`config.mk`:
```
export PLATFORM = sky130hd
export DESIGN_NAME = bpc_front_flat
export DESIGN_NICKNAME = d
export VERILOG_FILES = /design/src/hw/rtl/bpc_pkg.sv /design/src/hw/rtl/bpc_if.sv /design/src/hw/rtl/bpc_front.sv /design/src/flat_wrapper.sv
export SDC_FILE = /design/constraint.sdc
export NUM_CORES = 1
export LEC_CHECK = 0
export ABC_CLOCK_PERIOD_IN_PS = 2850
export BUFFER_PORTS_ARGS = -buffer_cell sky130_fd_sc_hd__clkbuf_2
export CORE_MARGIN = 10
export CORE_UTILIZATION = 57
export DETAILED_ROUTE_END_ITERATION = 7
export PLACE_DENSITY = 0.91
export SLEW_MARGIN = 20
export SYNTH_ARGS = -nofsm -noshare
export SYNTH_HDL_FRONTEND = slang
export SYNTH_SLANG_ARGS = --single-unit
```
`constraint.sdc`:
```
create_clock -name clk_i -period 2.85 [get_ports clk_i]
set_clock_uncertainty 0.15 [all_clocks]
set_input_delay 0.855 -clock clk_i [delete_from_list [all_inputs] [get_ports clk_i]]
set_output_delay 0.855 -clock clk_i [all_outputs]
set_load 0.02 [all_outputs]
```
`src/hw/rtl/bpc_pkg.sv`:
```
// Package for the barometric compensation block: calibration coefficient
// types, the queue head type, pipeline constants and the NVM decode function.
// Used by bpc_front, bpc_back and the top level; depends on nothing.
package bpc_pkg;

  // Depth of the queue between the front and the back part.
  localparam int unsigned QueueDepth = 4;
  // Latency of one split multiplier (partial products, sum, rounding).
  localparam int unsigned MulLat = 3;
  // Register levels from queue pop to the output register.
  localparam int unsigned NumStages = 6 + 4 * MulLat;

  // Configuration register indexes.
  localparam logic [1:0] CfgWord0 = 2'd0;
  localparam logic [1:0] CfgWord1 = 2'd1;
  localparam logic [1:0] CfgWord2 = 2'd2;

  // Output limits.
  localparam logic signed [28:0] TempMax = 29'sd8388607;
  localparam logic signed [28:0] TempMin = -29'sd8388608;
  localparam logic [25:0] PressMax = 26'h3FFFFFF;

  // Decoded calibration coefficients, raw integers before scaling.
  typedef struct packed {
    logic        [15:0] t1;
    logic        [15:0] t2;
    logic signed [7:0]  t3;
    logic signed [16:0] p1;
    logic signed [16:0] p2;
    logic signed [7:0]  p3;
    logic signed [7:0]  p4;
    logic        [15:0] p5;
    logic        [15:0] p6;
    logic signed [7:0]  p7;
    logic signed [7:0]  p8;
    logic signed [15:0] p9;
    logic signed [7:0]  p10;
    logic signed [7:0]  p11;
  } coef_t;

  // Head of the queue as the back part sees it.
  typedef struct packed {
    logic               valid;
    logic signed [24:0] d;
    logic        [23:0] rp;
  } qhead_t;

  // Unpack the 21 NVM bytes; byte k sits at bits 8k+7:8k of its word.
  function automatic coef_t decode(input logic [63:0] w0, input logic [63:0] w1,
                                   input logic [39:0] w2);
    coef_t c;
    c.t1  = w0[15:0];
    c.t2  = w0[31:16];
    c.t3  = $signed(w0[39:32]);
    c.p1  = $signed({w0[55], w0[55:40]}) - 17'sd16384;
    c.p2  = $signed({w1[7], w1[7:0], w0[63:56]}) - 17'sd16384;
    c.p3  = $signed(w1[15:8]);
    c.p4  = $signed(w1[23:16]);
    c.p5  = w1[39:24];
    c.p6  = w1[55:40];
    c.p7  = $signed(w1[63:56]);
    c.p8  = $signed(w2[7:0]);
    c.p9  = $signed(w2[23:8]);
    c.p10 = $signed(w2[31:24]);
    c.p11 = $signed(w2[39:32]);
    return c;
  endfunction

endpackage

```
`src/hw/rtl/bpc_if.sv`:
```
// Valid/ready channel interfaces for the raw sample input and the
// compensated result output. Depends on nothing.
interface bpc_in_if;
  logic        valid;
  logic        ready;
  logic [23:0] raw_press;
  logic [23:0] raw_temp;

  modport source (output valid, output raw_press, output raw_temp, input ready);
  modport sink (input valid, input raw_press, input raw_temp, output ready);
endinterface


```
`src/hw/rtl/bpc_front.sv`:
```
// Front part: accepts raw sample items, forms the temperature difference
// and holds items in a short queue. Depends on bpc_pkg and bpc_in_if.
module bpc_front #(
  parameter int unsigned Depth = bpc_pkg::QueueDepth
) (
  input  logic            clk_i,
  input  logic            rst_ni,
  bpc_in_if.sink          in_i,
  input  logic [15:0]     t1_i,
  input  logic            pop_i,
  output bpc_pkg::qhead_t head_o
);

  localparam int unsigned AW = (Depth > 1) ? $clog2(Depth) : 1;
  localparam int unsigned CW = $clog2(Depth + 1);

  logic signed [24:0] d_q [Depth];
  logic [23:0]        rp_q [Depth];
  logic [AW-1:0]      wr_q, wr_d, rd_q, rd_d;
  logic [CW-1:0]      cnt_q, cnt_d;
  logic               push;
  logic signed [24:0] d_new;

  assign in_i.ready = (cnt_q != CW'(Depth));
  assign push       = in_i.valid && in_i.ready;

  // Raw temperature less the scaled T1 coefficient.
  assign d_new = $signed({1'b0, in_i.raw_temp}) - $signed({1'b0, t1_i, 8'h00});

  // Pointer and fill count update.
  always_comb begin
    wr_d  = wr_q;
    rd_d  = rd_q;
    cnt_d = cnt_q;
    if (push) begin
      wr_d = (wr_q == AW'(Depth - 1)) ? '0 : wr_q + 1'b1;
    end
    if (pop_i) begin
      rd_d = (rd_q == AW'(Depth - 1)) ? '0 : rd_q + 1'b1;
    end
    if (push && !pop_i) begin
      cnt_d = cnt_q + 1'b1;
    end else if (!push && pop_i) begin
      cnt_d = cnt_q - 1'b1;
    end
  end

  always_ff @(posedge clk_i or negedge rst_ni) begin
    if (!rst_ni) begin
      wr_q  <= '0;
      rd_q  <= '0;
      cnt_q <= '0;
    end else begin
      wr_q  <= wr_d;
      rd_q  <= rd_d;
      cnt_q <= cnt_d;
    end
  end

  // Queue storage.
  always_ff @(posedge clk_i) begin
    if (push) begin
      d_q[wr_q]  <= d_new;
      rp_q[wr_q] <= in_i.raw_press;
    end
  end

  assign head_o.valid = (cnt_q != '0);
  assign head_o.d     = d_q[rd_q];
  assign head_o.rp    = rp_q[rd_q];

endmodule

```
`src/flat_wrapper.sv`:
```
// flat-port wrapper written by rule: the top's interface ports become plain ports
module bpc_front_flat 
#(
  parameter int unsigned Depth = bpc_pkg::QueueDepth
)
  (clk_i, rst_ni, t1_i, pop_i, head_o, in_i_valid, in_i_raw_press, in_i_raw_temp, in_i_ready);
  bpc_in_if in_i_i ();
  input  logic clk_i;
  input  logic rst_ni;
  input  logic [15:0] t1_i;
  input  logic pop_i;
  output bpc_pkg::qhead_t head_o;
  input wire logic [$bits(in_i_i.valid)-1:0] in_i_valid;
  input wire logic [$bits(in_i_i.raw_press)-1:0] in_i_raw_press;
  input wire logic [$bits(in_i_i.raw_temp)-1:0] in_i_raw_temp;
  output wire logic [$bits(in_i_i.ready)-1:0] in_i_ready;
  assign in_i_i.valid = in_i_valid;
  assign in_i_i.raw_press = in_i_raw_press;
  assign in_i_i.raw_temp = in_i_raw_temp;
  assign in_i_ready = in_i_i.ready;
  bpc_front #(.Depth(Depth)) u_core (.clk_i(clk_i), .rst_ni(rst_ni), .in_i(in_i_i), .t1_i(t1_i), .pop_i(pop_i), .head_o(head_o));
endmodule
```
==> results.toml <==
[cts]
htree_levels = 1
clock_path_buffers = 3
clock_latency_ns = 0.46
cts_made_buffers = 19
cts_tree = "done"
root_buffer = "clkbuf_16"
cts_num_sinks = 203
clk_pin_slew_worst_paths_ns = 0.06

[cells_and_area]
multi_input_area_um2 = 2060
seq_area_um2 = 6070
areaGrowthSynthToFinish_pct = 24.6
fillCellCount = 804
final_area_um2 = 10300
insertedDiodeCount = 0
num-nets-final = 667
drive_above_1_share_pct = 40.5

[worst_setup_path]
r2r-start = "u_core.cnt_q[0]"
worstSetupEndpointType = "output port"
critical-path-top-delay-family = "flip-flops"
crit_arrival_ns = 1.91
critPathSlowestCell = "dfrtp_4"
critPathMaxStageDelay_ns = 0.50
cp-start-kind = "register"
crit_chain = "buf_8 -> clkbuf_16 -> mux4_2 -> buf_6"
cp_num_buf_inv = 3
path_class = "reg -> out"
critical_path_required_ns = 1.85
worstSetupStartpoint = "u_core.rd_q[0]"
critPathMaxFanout = 5

[power_and_ir_drop]
power.total_mw = 10.8
ir_worst_vdd_v = 0.000498
p_leak_nw = 3.84
power.density_nw_per_um2 = 1050

[floorplanning]
dieArea_um2 = 19700
ioPinCount = 119
core_area_um2 = 14000
die_h_um = 140
floorplan.initialDensity_pct = 58.9
die-width_um = 140
rows = 43

[yosys]
synth_top_area_cell = "edfxtp_1"
ys_top_cells_by_count = "edfxtp_1, mux4_2, inv_1"
yosysTopAreaCellShare_pct = 71.2
syn_area_um2 = 8260
avgSynthCellArea_um2 = 20.0
synthFlopType = "edfxtp_1"
synth-seq-area-share_pct = 73.3
synth_cells = 414
synth_cell_types = 38
synth-seq-cells = 203
synth.most_common_cell = "edfxtp_1"
synth_edf_count = 196
synthTopCellsByArea = "edfxtp_1, mux4_2, ha_1"
ys.warnings.count = 0
async_flop_share_pct = 3.45
syn-num-nets = 506

[placement]
placed_area_um2 = 9250
place_ws_ns = -0.221
portBuffers = 118
gp_congestion = 0.893
dp_hpwl_mm = 10.3

[timing]
tns_ns = -1.15
rsz0062_at_grt = "yes"
max_freq_ghz = 0.343
finalWorstSetupSlack_ns = -0.0626
setup_violations = 45
timing_worst_slew_pin_value_ns = 0.495
relSlewSlack_pct = 66.8
period_minus_slack_ns = 2.91
hold_viol = 0
finalMaxSlewViolations = 0
fin_crit_sh_pct = 102

[drt]
wl_per_cell_um = 21.1
vias = 4320
via_per_inst = 5.63
firstDrtPassIters = 6
first_iter_violations = 280
remaining_drc_errors = 0
antenna_left = 0
wl_mm = 16.2

[global_route]
grt_max_degree = 50
gr-usage-all-layers_pct = 15.4
grt_antenna_before_repair = 0
grt_pass1_vias = 4810
grt_remaining_overflow = 0
grt_use_met2_pct = 27.3
grt_use_met3_pct = 3.45
grt_pass1_wl_mm = 24.7
global_route.peak_usage_layer = "met2"
grt_use_met1_pct = 18.5

[outcome]
status = "complete, but fails checks"
violations = "setup timing"

[run]
drv_cap = 0

[min_path]
worstHoldPathType = "in -> async"
## power by group
part	internal [mW]	switching [mW]
logic	2.07	2.14
registers	3.99	0.175
clock network	1.49	0.985
## layout make-up
cell class | count | share of cell area (%)
Tap cell | 180 | 2.19
Inverter | 23 | 0.839
Sequential cell | 203 | 58.9
Timing Repair Buffer | 153 | 12.1
Clock buffer | 22 | 4.73
Clock inverter | 11 | 1.24
Multi-Input combinational cell | 175 | 20.0
## cell families (layout without fill, tap and decap cells)
group                      count (synthesis)  count (layout)  synth area share (%)
AOI/OAI and AO/OA                         35              35                  2.66
xor gates and xnor gates                  15              15                  1.59
adders and majority gates                 24              24                  3.82
buffers and inverters                     36             209                  1.80
DFF                                      203             203                  73.3
muxes                                     52              52                  13.8
and+or+nand+nor                           49              49                  3.03
## placed cells by master, fill, tap and decap left out, drive strengths merged, types with 4 or more instances in the layout
cell and n:
ha 22, clkbuf 95, xor2 4, mux4 49
dfrtp 7, o21ai 6, a21o 5, clkinv 7
a21oi 11, nor2 16, inv 23, edfxtp 196
xnor2 11, nand2 9, and3 8, buf 80
## state kept, by name, indices dropped and copies added, names as in the netlist
| signal | cells |
|---|---|
| u_core.cnt_q | 3 |
| u_core.d_q | 100 |
| u_core.rd_q | 2 |
| u_core.rp_q | 96 |
| u_core.wr_q | 2 |
## layer usage
layer / up-vias / part of all wire, %
li1: 1988 / -
met1: 2151 / 40
met2: 150 / 52
met3: 31 / 6.4
met4: 0 / 1.9
met5: - / 0
## path summary, 6_finish.rpt
check | endpoint | slack, ns | cells past startpoint
max in group asynchronous | u_core.rd_q[0] | 2.29 | 1
worst max-delay path | head_o[38] | -0.06 | 4
worst max register to register | u_core.cnt_q[2] | 0.60 | 9
worst min-delay path | u_core.rd_q[0] | 0.07 | 1
worst min register to register | u_core.cnt_q[2] | 0.36 | 1
min in group clk_i | u_core.cnt_q[2] | 0.36 | 1
## per-stage QoR
step                util [%]  hold slack, ns  std cells
global placement        65.9           0.319        722
global route            73.3          0.0671        767
detailed placement      65.9           0.342        722
CTS                     71.1          0.0609        762
finish                  73.3          0.0708        767
floorplan                  -           0.305        414
## repair_timing
| action | 4_1_cts | 5_1_grt |
|---|---|---|
| cloned | 2 | 4 |
| setup endpoints to repair | 43 | 49 |
| hold buffers | 0 | 0 |
| setup buffers | 5 | 4 |
| resized for setup | 4 | 130 |
Note: power is estimated with default switching activity, not from simulation.
